[src/rtl/core/lrae_pkg.sv]
package lrae_pkg;

	localparam int unsigned MAX_PIXELS_DEF   = 64;
	localparam int unsigned SINE_ENTRIES_DEF = 256;

	// Configuration port.
	localparam int unsigned CFG_IDX_W  = 3;
	localparam int unsigned CFG_DATA_W = 8;

	localparam logic [CFG_IDX_W-1:0] REG_COLOR_RED   = 3'd0;
	localparam logic [CFG_IDX_W-1:0] REG_COLOR_GREEN = 3'd1;
	localparam logic [CFG_IDX_W-1:0] REG_COLOR_BLUE  = 3'd2;
	localparam logic [CFG_IDX_W-1:0] REG_RING_MODE   = 3'd3;
	localparam logic [CFG_IDX_W-1:0] REG_PROGRESS    = 3'd4;
	localparam logic [CFG_IDX_W-1:0] REG_PIXEL_COUNT = 3'd5;

	localparam logic [1:0] MODE_OFF     = 2'd0;
	localparam logic [1:0] MODE_SOLID   = 2'd1;
	localparam logic [1:0] MODE_BREATH  = 2'd2;
	localparam logic [1:0] MODE_ROTATE  = 2'd3;

	typedef struct packed {
		logic [7:0] red;
		logic [7:0] green;
		logic [7:0] blue;
	} color_t;

	typedef struct packed {
		logic start;
		logic clear_phase;
	} breath_ctl_t;

	typedef struct packed {
		logic done;
	} breath_sts_t;

endpackage

[src/rtl/core/led_ring_animation_engine_core.sv]
// LED ring animation core. Each tick word on the input channel carries the
// milliseconds since the previous tick and makes the core send one pixel word
// per ring pixel, pixel 0 first, with last_pixel set on the final one; a pixel
// count of zero sends nothing. In solid and off modes and in rotating-progress
// mode the tick is registered into the emit state and the first pixel word
// then goes through the output register; after that one pixel word leaves
// per cycle while the pixel side does not stall. Breathing mode first runs
// the phase step through a bit-serial multiplier, one elapsed bit at a
// time, then updates the phase, reads the brightness table, and scales the
// three channels bit-serially before the pixel words go out. The tick side
// shows stall for the whole frame, so one tick is worked on at a time, while
// the last pixel word may still wait in the output register when the next
// tick is taken. Configuration writes are meant for the idle core; writing a
// colour channel or the mode restarts the breathing phase.
module led_ring_animation_engine_core #(
	parameter int unsigned MAX_PIXELS   = lrae_pkg::MAX_PIXELS_DEF,
	parameter int unsigned SINE_ENTRIES = lrae_pkg::SINE_ENTRIES_DEF
) (
	input  logic                            clk,
	input  logic                            arst_n,
	input  logic                            cfg_we,
	input  logic [lrae_pkg::CFG_IDX_W-1:0]  cfg_index,
	input  logic [lrae_pkg::CFG_DATA_W-1:0] cfg_data,
	input  logic                            tick_valid,
	output logic                            tick_stall,
	input  logic [15:0]                     elapsed_ms,
	output logic                            pixel_valid,
	input  logic                            pixel_stall,
	output logic [5:0]                      pixel_index,
	output logic [7:0]                      red,
	output logic [7:0]                      green,
	output logic [7:0]                      blue,
	output logic                            last_pixel
);
	import lrae_pkg::*;

	// The pixel counter only has to reach the saturated pixel count.
	localparam int unsigned CNT_W = (MAX_PIXELS >= 127) ? 7 : $clog2(MAX_PIXELS + 1);

	typedef enum logic [2:0] {
		S_IDLE   = 3'b001,
		S_BREATH = 3'b010,
		S_EMIT   = 3'b100
	} state_t;

	state_t       state_q;
	color_t       color_q;
	logic [1:0]   ring_mode_q;
	logic [6:0]   progress_q;
	logic [6:0]   pixel_count_q;

	logic [CNT_W-1:0] count_q;
	logic [CNT_W-1:0] pix_q;
	logic [13:0]      lit_limit_q;
	logic [13:0]      hundred_q;

	logic [CNT_W-1:0] count_sat;
	logic [6:0]       progress_clamped;
	logic [CNT_W+5:0] pix_ext;
	logic             tick_take;
	logic             emit_now;
	logic             pix_last;
	logic             pix_lit;
	color_t           frame_color;

	breath_ctl_t breath_ctl;
	breath_sts_t breath_sts;
	color_t      breath_color;

	logic             out_valid_q;
	logic [5:0]       out_index_q;
	color_t           out_color_q;
	logic             out_last_q;

	// Configuration registers.
	always_ff @(posedge clk or negedge arst_n) begin
		if (!arst_n) begin
			color_q.red   <= 8'd0;
			color_q.green <= 8'd255;
			color_q.blue  <= 8'd0;
			ring_mode_q   <= MODE_SOLID;
			progress_q    <= 7'd0;
			pixel_count_q <= 7'd16;
		end else if (cfg_we) begin
			case (cfg_index)
				REG_COLOR_RED:   color_q.red   <= cfg_data;
				REG_COLOR_GREEN: color_q.green <= cfg_data;
				REG_COLOR_BLUE:  color_q.blue  <= cfg_data;
				REG_RING_MODE:   ring_mode_q   <= cfg_data[1:0];
				REG_PROGRESS:    progress_q    <= cfg_data[6:0];
				REG_PIXEL_COUNT: pixel_count_q <= cfg_data[6:0];
				default: begin
				end
			endcase
		end
	end

	assign breath_ctl.clear_phase = cfg_we && ((cfg_index == REG_COLOR_RED)
		|| (cfg_index == REG_COLOR_GREEN) || (cfg_index == REG_COLOR_BLUE)
		|| (cfg_index == REG_RING_MODE));

	assign tick_stall = (state_q != S_IDLE);
	assign tick_take  = tick_valid && !tick_stall;

	assign breath_ctl.start = tick_take && (ring_mode_q == MODE_BREATH);

	assign count_sat = (int'(pixel_count_q) > int'(MAX_PIXELS)) ?
		CNT_W'(MAX_PIXELS) : CNT_W'(pixel_count_q);
	assign progress_clamped = (progress_q > 7'd100) ? 7'd100 : progress_q;

	lrae_breath #(
		.SINE_ENTRIES(SINE_ENTRIES)
	) u_breath (
		.clk     (clk),
		.arst_n  (arst_n),
		.ctl     (breath_ctl),
		.elapsed (elapsed_ms),
		.color   (color_q),
		.sts     (breath_sts),
		.scaled  (breath_color)
	);

	// Pixel i is lit in rotating mode when 100 * i <= progress * count, which
	// is the same as i <= floor(progress * count / 100).
	assign pix_lit     = (ring_mode_q != MODE_ROTATE) || (hundred_q <= lit_limit_q);
	assign pix_last    = ((pix_q + CNT_W'(1)) == count_q);
	assign frame_color = (ring_mode_q == MODE_BREATH) ? breath_color : color_q;
	assign emit_now    = (state_q == S_EMIT) && (!out_valid_q || !pixel_stall);
	assign pix_ext     = {6'd0, pix_q};

	always_ff @(posedge clk or negedge arst_n) begin
		if (!arst_n) begin
			state_q <= S_IDLE;
		end else begin
			case (state_q)
				S_IDLE: begin
					if (tick_take) begin
						if (ring_mode_q == MODE_BREATH) begin
							state_q <= S_BREATH;
						end else if (count_sat != '0) begin
							state_q <= S_EMIT;
						end
					end
				end
				S_BREATH: begin
					if (breath_sts.done) begin
						state_q <= (count_q != '0) ? S_EMIT : S_IDLE;
					end
				end
				S_EMIT: begin
					if (emit_now && pix_last) begin
						state_q <= S_IDLE;
					end
				end
				default: state_q <= S_IDLE;
			endcase
		end
	end

	always_ff @(posedge clk) begin
		if (tick_take) begin
			count_q     <= count_sat;
			lit_limit_q <= 14'(progress_clamped) * 14'(count_sat);
			pix_q       <= '0;
			hundred_q   <= '0;
		end else if (emit_now) begin
			pix_q     <= pix_q + CNT_W'(1);
			hundred_q <= hundred_q + 14'd100;
		end
	end

	// Output register: a waiting pixel word does not hold up the tick side.
	always_ff @(posedge clk or negedge arst_n) begin
		if (!arst_n) begin
			out_valid_q <= 1'b0;
		end else if (emit_now) begin
			out_valid_q <= 1'b1;
		end else if (!pixel_stall) begin
			out_valid_q <= 1'b0;
		end
	end

	always_ff @(posedge clk) begin
		if (emit_now) begin
			out_index_q <= pix_ext[5:0];
			out_color_q <= pix_lit ? frame_color : '0;
			out_last_q  <= pix_last;
		end
	end

	assign pixel_valid = out_valid_q;
	assign pixel_index = out_index_q;
	assign red         = out_color_q.red;
	assign green       = out_color_q.green;
	assign blue        = out_color_q.blue;
	assign last_pixel  = out_last_q;

endmodule

[src/rtl/core/lrae_breath.sv]
module lrae_breath #(
	parameter int unsigned SINE_ENTRIES = lrae_pkg::SINE_ENTRIES_DEF
) (
	input  logic                  clk,
	input  logic                  arst_n,
	input  lrae_pkg::breath_ctl_t ctl,
	input  logic [15:0]           elapsed,
	input  lrae_pkg::color_t      color,
	output lrae_pkg::breath_sts_t sts,
	output lrae_pkg::color_t      scaled
);
	import lrae_pkg::*;

	localparam longint unsigned HALF_PI_Q30 = 64'd1686629713;
	localparam longint unsigned ONE_Q30     = 64'd1073741824;
	localparam longint unsigned FACTOR_BASE = 64'd77;
	localparam longint unsigned FACTOR_SPAN = 64'd179;
	localparam logic [20:0]     PHASE_STEP  = 21'd1367131;

	localparam int unsigned IDX_W = $clog2(SINE_ENTRIES);
	localparam int unsigned NW    = $clog2(SINE_ENTRIES + 1);
	localparam logic [NW-1:0] ENTRIES_C = NW'(SINE_ENTRIES);

	typedef logic [7:0] rom_t [SINE_ENTRIES];

	// Brightness factor 77 + 179 * (1 + sin) / 2 in Q8 for one table entry.
	// The Taylor terms x^3/3!, x^5/5!, ... are built from the previous term,
	// so each one divides by (2k)(2k+1) for k = 1 to 5.
	function automatic logic [7:0] factor_of(longint unsigned idx);
		longint unsigned q;
		longint unsigned rem;
		longint unsigned m;
		longint unsigned x;
		longint unsigned term;
		longint unsigned sum;
		longint unsigned r;
		longint unsigned base;
		q = (4 * idx) / SINE_ENTRIES;
		rem = 4 * idx - q * SINE_ENTRIES;
		m = q[0] ? SINE_ENTRIES - rem : rem;
		x = (m * HALF_PI_Q30) / SINE_ENTRIES;
		term = x;
		sum = x;
		term = (term * x) >> 30;
		term = (term * x) >> 30;
		term = term / 64'd6;
		sum = (term > sum) ? 64'd0 : sum - term;
		term = (term * x) >> 30;
		term = (term * x) >> 30;
		term = term / 64'd20;
		sum = sum + term;
		term = (term * x) >> 30;
		term = (term * x) >> 30;
		term = term / 64'd42;
		sum = (term > sum) ? 64'd0 : sum - term;
		term = (term * x) >> 30;
		term = (term * x) >> 30;
		term = term / 64'd72;
		sum = sum + term;
		term = (term * x) >> 30;
		term = (term * x) >> 30;
		term = term / 64'd110;
		sum = (term > sum) ? 64'd0 : sum - term;
		if (sum > ONE_Q30) begin
			sum = ONE_Q30;
		end
		r = (sum + 64'd16384) >> 15;
		if (r > 64'd32767) begin
			r = 64'd32767;
		end
		base = (q >= 2) ? 64'd32768 - r : 64'd32768 + r;
		return 8'(FACTOR_BASE + ((FACTOR_SPAN * base) >> 16));
	endfunction

	function automatic rom_t build_rom();
		rom_t t;
		for (int i = 0; i < SINE_ENTRIES; i++) begin
			t[i] = factor_of(longint'(i));
		end
		return t;
	endfunction

	localparam rom_t FACTOR_ROM = build_rom();

	typedef enum logic [4:0] {
		B_IDLE  = 5'b00001,
		B_MUL   = 5'b00010,
		B_ADD   = 5'b00100,
		B_ROM   = 5'b01000,
		B_SCALE = 5'b10000
	} bstate_t;

	bstate_t      state_q;
	logic [3:0]   bit_q;
	logic [15:0]  phase_q;
	logic [15:0]  mul_sh_q;
	logic [20:0]  step_acc_q;
	logic [21:0]  step_sum;
	logic [7:0]   f_sh_q;
	color_t       chan_q;
	color_t       acc_q;
	logic [8:0]   sum_r;
	logic [8:0]   sum_g;
	logic [8:0]   sum_b;
	logic [15+NW:0] idx_prod;
	logic [IDX_W-1:0] rom_idx;

	// One multiplier bit per cycle; the low product bits fall off the bottom.
	assign step_sum = {1'b0, step_acc_q} + (mul_sh_q[0] ? {1'b0, PHASE_STEP} : 22'd0);

	assign sum_r = {1'b0, acc_q.red}   + (f_sh_q[0] ? {1'b0, chan_q.red}   : 9'd0);
	assign sum_g = {1'b0, acc_q.green} + (f_sh_q[0] ? {1'b0, chan_q.green} : 9'd0);
	assign sum_b = {1'b0, acc_q.blue}  + (f_sh_q[0] ? {1'b0, chan_q.blue}  : 9'd0);

	assign idx_prod = (16 + NW)'(phase_q) * (16 + NW)'(ENTRIES_C);
	assign rom_idx  = idx_prod[15+IDX_W:16];

	assign sts.done = (state_q == B_SCALE) && (bit_q == 4'd7);
	assign scaled   = acc_q;

	always_ff @(posedge clk or negedge arst_n) begin
		if (!arst_n) begin
			state_q <= B_IDLE;
			bit_q   <= '0;
			phase_q <= '0;
		end else begin
			case (state_q)
				B_IDLE: begin
					if (ctl.clear_phase) begin
						phase_q <= '0;
					end
					if (ctl.start) begin
						bit_q   <= '0;
						state_q <= B_MUL;
					end
				end
				B_MUL: begin
					bit_q <= bit_q + 4'd1;
					if (bit_q == 4'd15) begin
						state_q <= B_ADD;
					end
				end
				B_ADD: begin
					phase_q <= phase_q + step_acc_q[15:0];
					state_q <= B_ROM;
				end
				B_ROM: begin
					bit_q   <= '0;
					state_q <= B_SCALE;
				end
				B_SCALE: begin
					bit_q <= bit_q + 4'd1;
					if (bit_q == 4'd7) begin
						state_q <= B_IDLE;
					end
				end
				default: state_q <= B_IDLE;
			endcase
		end
	end

	always_ff @(posedge clk) begin
		case (state_q)
			B_IDLE: begin
				mul_sh_q   <= elapsed;
				step_acc_q <= '0;
				chan_q     <= color;
			end
			B_MUL: begin
				mul_sh_q   <= mul_sh_q >> 1;
				step_acc_q <= step_sum[21:1];
			end
			B_ROM: begin
				f_sh_q <= FACTOR_ROM[rom_idx];
				acc_q  <= '0;
			end
			B_SCALE: begin
				f_sh_q      <= f_sh_q >> 1;
				acc_q.red   <= sum_r[8:1];
				acc_q.green <= sum_g[8:1];
				acc_q.blue  <= sum_b[8:1];
			end
			default: begin
			end
		endcase
	end

endmodule

[config.mk]
export PLATFORM = sky130hd
export DESIGN_NAME = led_ring_animation_engine_core
export DESIGN_NICKNAME = d
export VERILOG_FILES = /design/src/rtl/core/lrae_pkg.sv /design/src/rtl/core/led_ring_animation_engine_core.sv /design/src/rtl/core/lrae_breath.sv
export SDC_FILE = /design/constraint.sdc
export NUM_CORES = 1
export LEC_CHECK = 0
export BUFFER_PORTS_ARGS = -buffer_cell sky130_fd_sc_hd__clkbuf_2
export CORE_MARGIN = 1
export CORE_UTILIZATION = 63
export DETAILED_ROUTE_END_ITERATION = 6
export PLACE_DENSITY = 0.84
export SYNTH_ARGS = -nofsm -noshare
export SYNTH_HDL_FRONTEND = slang
export SYNTH_HIERARCHICAL = 1
export SYNTH_SLANG_ARGS = --single-unit
[constraint.sdc]
create_clock -name clk -period 5.4 [get_ports clk]
set_input_delay 0 -clock clk [delete_from_list [all_inputs] [get_ports clk]]
set_output_delay 0 -clock clk [all_outputs]
set_load 0.03 [all_outputs]
==> flow_metrics.tcl, run 1 <==
set metrics [dict create \
    finalSetupViolations 0 \
    final_cell_area_um2 16400 \
    crit_path_cell_trace "o21ai_0 > a21oi_4 > nor2b_1 > nand2_1 > fa_1 > fa_1 > inv_1 > fa_1 > inv_1 > fa_1 > inv_1 > ha_1 > o21ai_0 > nand2b_1 > a31oi_2 > o21bai_1 > a21oi_1 > xnor2_1" \
    ir_worst_vdd_uv 386 \
    syn_nets 1651 \
    path_class "reg2reg" \
    num_vias 11400 \
    yosysWarnings 6 \
    place_area_um2 15300 \
    async_reset_ff_share_pct 29.6 \
    start_kind "flop" \
    crit_family "adder cells" \
    cts_sinks 233 \
    antenna_found_initial 0 \
    grt_max_degree 70 \
    ios 65 \
    core-area_um2 22800 \
    crit_required_ns 5.67 \
    synth.top_cell.area_share_pct 29.5 \
    grt_first_pass_wirelength_mm 55.6 \
    place_congestion 0.975 \
    root_buffer "clkbuf_16" \
    first_pass_iters 7 \
    fin_util_pct 71.7 \
    drive_gt1_share_pct 12.0 \
    fin_nets 1720 \
    tightest_slew_ns 1.18 \
    fp.dieH_um 155 \
    synth_edf_count 145 \
    cts.htree.levels 1 \
    post-cts-setup-buffers 0 \
    clk_pin_slew_ns 0.06 \
    fin_skew_ns 0.0200 \
    yosysSeqAreaShare_pct 43.8 \
    syn_to_final_growth_pct 10.9 \
    hpwl_mm 22.3 \
    gr-total-overflow 0 \
    cts_tree "yes" \
    finalWorstSetupSlack_ns 0.352 \
    synth_cells 1483 \
    finalMaxSlewViolations 0 \
    die_area_um2 24100 \
    portBuffers 64 \
    power_mw 7.04 \
    layout_min_cycle_time_ns 5.05 \
    totalWireLength_mm 33.7 \
    syn_avg_cell_area_um2 9.96 \
    hold_path.class "in2reg" \
    cts_max_path_buffers 3 \
    synth_area_leader_cell "edfxtp_1" \
    status "complete, no violations" \
    wire_per_inst_um 17.9 \
    power_density_nw_per_um2 430 \
    ys_types 80 \
    grt_usage_pct 28.8 \
    cp.arrival_ns 5.32 \
    fp.dieW_um 155 \
    via_per_inst 6.07 \
    cp_max_fo 7 \
    ant_nets 0 \
    syn_area_um2 14800 \
    critPathSlowestCell "fa_1" \
    pre_cts_slack_ns 0.238 \
    critPathBufInv 3 \
    fin_crit_sh_pct 93.5 \
    clkLatencyLatePin_ns 0.54 \
    drt-initial-drc-count 1026 \
    start_util_pct 64.6 \
    cp_slowest_stage_delay_ns 0.55 \
    endpoint_kind "flop" \
    cpMostUsedCell "fa_1" \
    synth_ff_type "edfxtp_1" \
    synthTopCellsByArea "edfxtp_1 (29%), dfrtp_1 (9.7%), ha_1 (9.1%), nand2_1 (4.7%), a21oi_1 (4.2%)" \
    n_antenna_cell 0 \
    ys_ff_latch 233 \
    finalHoldViolCount 0 \
    grt_pass1_vias 11400 \
    maxSlewHeadroom_pct 21.1 \
    rows 55 \
    drc 0 \
    maxCapViolations 0 \
    numCtsBuffers 25 \
    fmax_ghz 0.198 \
    power.leakage_nw 6.90 \
]
==> logic make-up (layout without fill, tap and decap cells) <==
| family | count (synthesis) | after routing | share of synthesized area (%) |
|---|---|---|---|
| buffers and inverters | 139 | 227 | 3.93 |
| XOR/XNOR | 78 | 78 | 4.63 |
| flip-flops | 233 | 233 | 43.8 |
| multiplexers | 55 | 55 | 4.51 |
| adder cells (fa/ha/maj) | 136 | 136 | 13.0 |
| AND/OR/NAND/NOR | 503 | 503 | 15.9 |
| AO/OA/AOI/OAI | 339 | 339 | 14.2 |
==> metrics by stage <==
step	setup TNS, ns	std cells	hold WS (ns)
after global routing	-0.0197	1884	0.0219
after global placement	0	1809	0.254
after detailed placement	0	1809	0.264
final	0	1884	0.0280
after CTS	0	1884	0.00169
after floorplan	0	1483	-0.296
==> registers in the layout, indices dropped and copies added (netlist names), 12 cells and up <==
register	cells
u_breath/phase_q	16
u_breath/chan_q	24
u_breath/scaled	24
u_breath/step_acc_q	21
lit_limit_q	14
color_q	24
u_breath/mul_sh_q	16
hundred_q	12
==> where the power goes <==
part | leakage (nW) | total [mW] | internal [mW] | switching (mW)
registers | 2.49 | 2.90 | 2.56 | 0.348
logic | 4.03 | 2.50 | 0.974 | 1.52
clock network | 0.383 | 1.64 | 0.936 | 0.703
total | 6.90 | 7.04 | 4.47 | 2.57
==> cell type report <==
| type | count | area (um2) |
|---|---|---|
| clock buffer | 40 | 733 |
| timing repair buffer | 105 | 701 |
| tap | 313 | 392 |
| clock inverter | 6 | 48.8 |
| sequential | 233 | 6480 |
| multi-input combinational | 1111 | 7740 |
| fill | 1631 | 6470 |
| inverter | 76 | 285 |
==> cells in the final DEF (no fill, tap or decap), drive strengths merged, types with 45 or more instances in the layout <==
cell / instances
ha: 107
nor2: 135
edfxtp: 145
nand2: 183
dfrtp: 57
clkbuf: 103
a21oi: 126
xnor2: 45
o21ai: 79
inv: 76
==> cells in the mapped netlist, drive strengths merged (12+ instances only) <==
| library cell | number |
|---|---|
| nand2 | 183 |
| a21oi | 126 |
| nand3 | 21 |
| a21o | 19 |
| nor2b | 21 |
| xor2 | 33 |
| xnor2 | 45 |
| clkbuf | 33 |
| edfxtp | 145 |
| dfstp | 12 |
| a211oi | 18 |
| o21ai | 79 |
| and2 | 38 |
| inv | 74 |
| ha | 107 |
| mux2 | 42 |
| or3 | 15 |
| dfxtp | 19 |
| dfrtp | 57 |
| o21bai | 12 |
| fa | 29 |
| buf | 30 |
| nor2 | 135 |
| nor3 | 25 |
| nand2b | 27 |
==> tightest hold or removal path, cell delays in order <==
cell and delay, ns:
clkbuf_2 0.12, nor2b_1 0.11, nand3_1 0.14, mux2_2 0.16
==> routing by layer <==
metal  part of all wire (%)  GRT usage, %
met2                     49          48.5
met5                      0             0
met3                    6.4          4.54
met1                     42          37.6
met4                    3.2          10.9
==> repair_timing <==
item | in CTS | in global routing
setup endpoints to repair | 0 | 3
endpoints found under the hold margin | 119 | 0
resized for setup | 0 | 3
hold buffers | 29 | 0
==> path summary, 6_finish.rpt <==
kind,startpoint,end,slack (ns),cells past startpoint
worst max-delay path,progress_q[0],lit_limit_q[11],0.35,18
worst min-delay path,cfg_index[2],ring_mode_q[0],0.03,4
worst max register to register,progress_q[0],lit_limit_q[11],0.35,18
worst min register to register,color_q[3],u_breath/chan_q[3],0.48,0
max in group asynchronous,arst_n,pixel_count_q[1],4.60,3
min in group asynchronous,arst_n,u_breath/phase_q[9],0.19,3
Power figures use the tool's default switching activity.
==> run 2: changes to the inputs <==
- ABC_AREA: not set -> 1
- CORE_UTILIZATION: 63 -> 55
- PLACE_DENSITY: 0.84 -> not set
- PLACE_DENSITY_LB_ADDON: not set -> 0.08
==> run 2 against run 1 <==
  * Non-clock buffer count shrank 2
  * Clock power grew 17%
  * Setup slack improved by 0.26 ns
  * Combinational power decreased by 68%
  * Critical path depth rose by 2
  * Largest cell class unchanged
==> flow_metrics.tcl, run 2 <==
set metrics [dict create \
    status "complete, no violations" \
    layout_min_cycle_time_ns 4.79 \
    finalSetupViolations 0 \
    finalMaxSlewViolations 0 \
    fp.dieW_um 169 \
    via_per_inst 5.46 \
    synth_edf_count 145 \
    numCtsBuffers 26 \
    gr-total-overflow 0 \
    syn_to_final_growth_pct 11.8 \
    reg2reg_to "lit_limit_q[13]" \
    grt_first_pass_wirelength_mm 61.8 \
    fin_nets 2184 \
    synth_mux_area_share_pct 0.0652 \
    drt-initial-drc-count 1129 \
    multiInputGateArea_um2 7600 \
    clk_pin_slew_ns 0.07 \
    ios 65 \
    reg2reg_depth 20 \
    cts_max_path_buffers 3 \
    yosysSeqAreaShare_pct 42.2 \
    cts.repair.resized 0 \
    syn_avg_cell_area_um2 7.94 \
    maxSlewHeadroom_pct 30.4 \
    final_common_cell "nand2_1" \
    seqCellArea_um2 6480 \
    rsz0062_at_grt "no" \
    start_util_pct 56.5 \
    power.leakage_nw 8.56 \
    synth-adder-area-share_pct 12.5 \
    path_class "reg2reg" \
    synth_simple_gate_area_share_pct 24.6 \
    hpwl_mm 25.9 \
    fp.dieH_um 169 \
    root_buffer "clkbuf_16" \
    synth_compound_area_share_pct 11.2 \
    maxCapViolations 0 \
    syn_area_um2 15400 \
    tightest_slew_ns 1.04 \
    hold_path.class "in2reg" \
    synthTopCellsByArea "edfxtp_1 (28%), nand2_1 (14%), dfrtp_1 (9.3%), ha_1 (8.7%), inv_1 (6.3%)" \
    tns_ns 0 \
    synth_xor_area_share_pct 1.08 \
    finalHoldViolCount 0 \
    totalWireLength_mm 37.1 \
    wire_per_inst_um 15.4 \
    power_density_nw_per_um2 281 \
    synth_ff_type "edfxtp_1" \
    ys_types 51 \
    ant_nets 0 \
    grt_pass1_vias 12500 \
    fmax_ghz 0.209 \
    first_pass_iters 5 \
    place_congestion 0.958 \
    async_reset_ff_share_pct 29.6 \
    ir_worst_vdd_uv 203 \
    synth_common_cells "nand2_1 (587), inv_1 (258), edfxtp_1 (145)" \
    yosysWarnings 6 \
    grt_usage_pct 26.7 \
    endpoint_kind "flop" \
    crit_required_ns 5.69 \
    clkLatencyLatePin_ns 0.55 \
    cts_sinks 233 \
    start_kind "flop" \
    r2r_start "progress_q[3]" \
    grt_max_degree 70 \
    cp.arrival_ns 5.08 \
    synth_area_leader_cell "edfxtp_1" \
    ys_ff_latch 233 \
    rows 60 \
    critPathCapture "lit_limit_q[13]" \
    synth_top_family_by_area "simple AND/OR/NAND/NOR gates" \
    num_vias 13200 \
    fin_skew_ns 0.0205 \
    nFillCells 2457 \
    r2r_slack_ns 0.61 \
    yosysMostFrequentCell "nand2_1" \
    die_area_um2 28600 \
    cts.htree.levels 1 \
    synth_cells 1934 \
    portBuffers 64 \
    final_cell_mix "nand2_1 (587), inv_1 (258), edfxtp_1 (145), o21ai_0 (133), a21oi_1 (126)" \
    critPathLaunch "progress_q[3]" \
    fin_crit_sh_pct 88.7 \
    cp_max_fo 6 \
    drive_gt1_share_pct 8.30 \
    core-area_um2 27200 \
    drc 0 \
    synth.top_cell.area_share_pct 28.4 \
    cts_tree "yes" \
    syn_nets 2102 \
    antenna_found_initial 0 \
    power_mw 4.83 \
    n_antenna_cell 0 \
]
==> run 2: cell count changes after synthesis, sizes merged, moves of 14 or more <==
| cell | before | now |
|---|---|---|
| or3 | 15 | 0 |
| nand2 | 183 | 596 |
| and2 | 38 | 0 |
| a211oi | 18 | 2 |
| o21ai | 79 | 145 |
| nor2b | 21 | 0 |
| nand3 | 21 | 118 |
| a21o | 19 | 3 |
| mux2 | 42 | 0 |
| inv | 74 | 269 |
| clkbuf | 33 | 19 |
| nand2b | 27 | 0 |
| xnor2 | 45 | 6 |
| xor2 | 33 | 13 |
==> run 2: where the power goes <==
part,switching (mW),internal (mW),total (mW),leakage [nW]
Sequential,0.0638,2.04,2.10,2.44
Combinational,0.508,0.304,0.812,5.68
Clock,0.728,1.19,1.92,0.443
Total,1.30,3.53,4.83,8.56
==> run 2: worst min path at each step <==
| stage | cells past startpoint | to | startpoint | slack [ns] |
|---|---|---|---|---|
| 6_report | 5 | u_breath/phase_q[8] | cfg_index[2] | 0.09 |
| 5_1_grt | 5 | u_breath/phase_q[1] | cfg_index[2] | 0.12 |
| 4_1_cts | 5 | u_breath/phase_q[1] | cfg_index[2] | 0.05 |
| 3_5_place_dp | 3 | pixel_valid | pixel_stall | 0.26 |
| 3_3_place_gp | 3 | pixel_valid | pixel_stall | 0.25 |
| 2_1_floorplan | 0 | color_q[0] | arst_n | -0.30 |
==> run 2: metal layers <==
metal | track usage, % | part of all wire (%)
met1 | 37.8 | 46
met2 | 43.6 | 45
met3 | 2.81 | 6.3
met4 | 7.64 | 2.5
met5 | 0 | 0
==> run 2: what timing repair did <==
action,in CTS,in global routing
setup buffers,0,0
endpoints found under the setup margin,0,0
hold buffers,31,0
hold endpoints to repair,118,0
==> run 2: critical path: stages (launching register included) <==
cell and delay [ns]:
dfrtp_1 0.39, nor2_1 0.10, o21ai_0 0.08, and3_1 0.18, inv_1 0.07, nand2_1 0.14, inv_1 0.14, nand2_1 0.08
fa_1 0.48, fa_1 0.50, inv_1 0.06, fa_1 0.53, inv_1 0.06, fa_1 0.52, inv_1 0.04, ha_1 0.37
a21oi_1 0.18, o21ai_0 0.08, a21oi_1 0.25, o21ai_0 0.14, xor2_1 0.15
==> run 2: cells by family after synthesis <==
| group | after synthesis |
|---|---|
| XOR/XNOR | 19 |
| multiplexers | 1 |
| AO/OA/AOI/OAI | 319 |
| adder cells (fa/ha/maj) | 136 |
| flip-flops | 233 |
| buffers and inverters | 319 |
| AND/OR/NAND/NOR | 907 |
==> run 2: final cells by class <==
class                   count  share of cell area [%]
clock buffers              33                    4.00
clock inverters            15                    1.38
inverters                 270                    5.90
multi-input cells        1382                    44.3
flip-flops and latches    233                    37.7
well taps                 372                    2.71
repair buffers            103                    4.02
==> run 2: per-stage QoR <==
step	cell area, um2	hold WS (ns)	util, %	cells	worst slack, ns
3_5_place_dp	15900	0.258	58.6	2329	0.562
3_3_place_gp	15900	0.246	58.6	2329	0.597
6_report	17200	0.0941	63.2	2408	0.612
5_1_grt	17200	0.115	63.2	2408	0.224
4_1_cts	17200	0.0463	63.2	2408	0.568
2_1_floorplan	15400	-0.296	-	1934	0.877
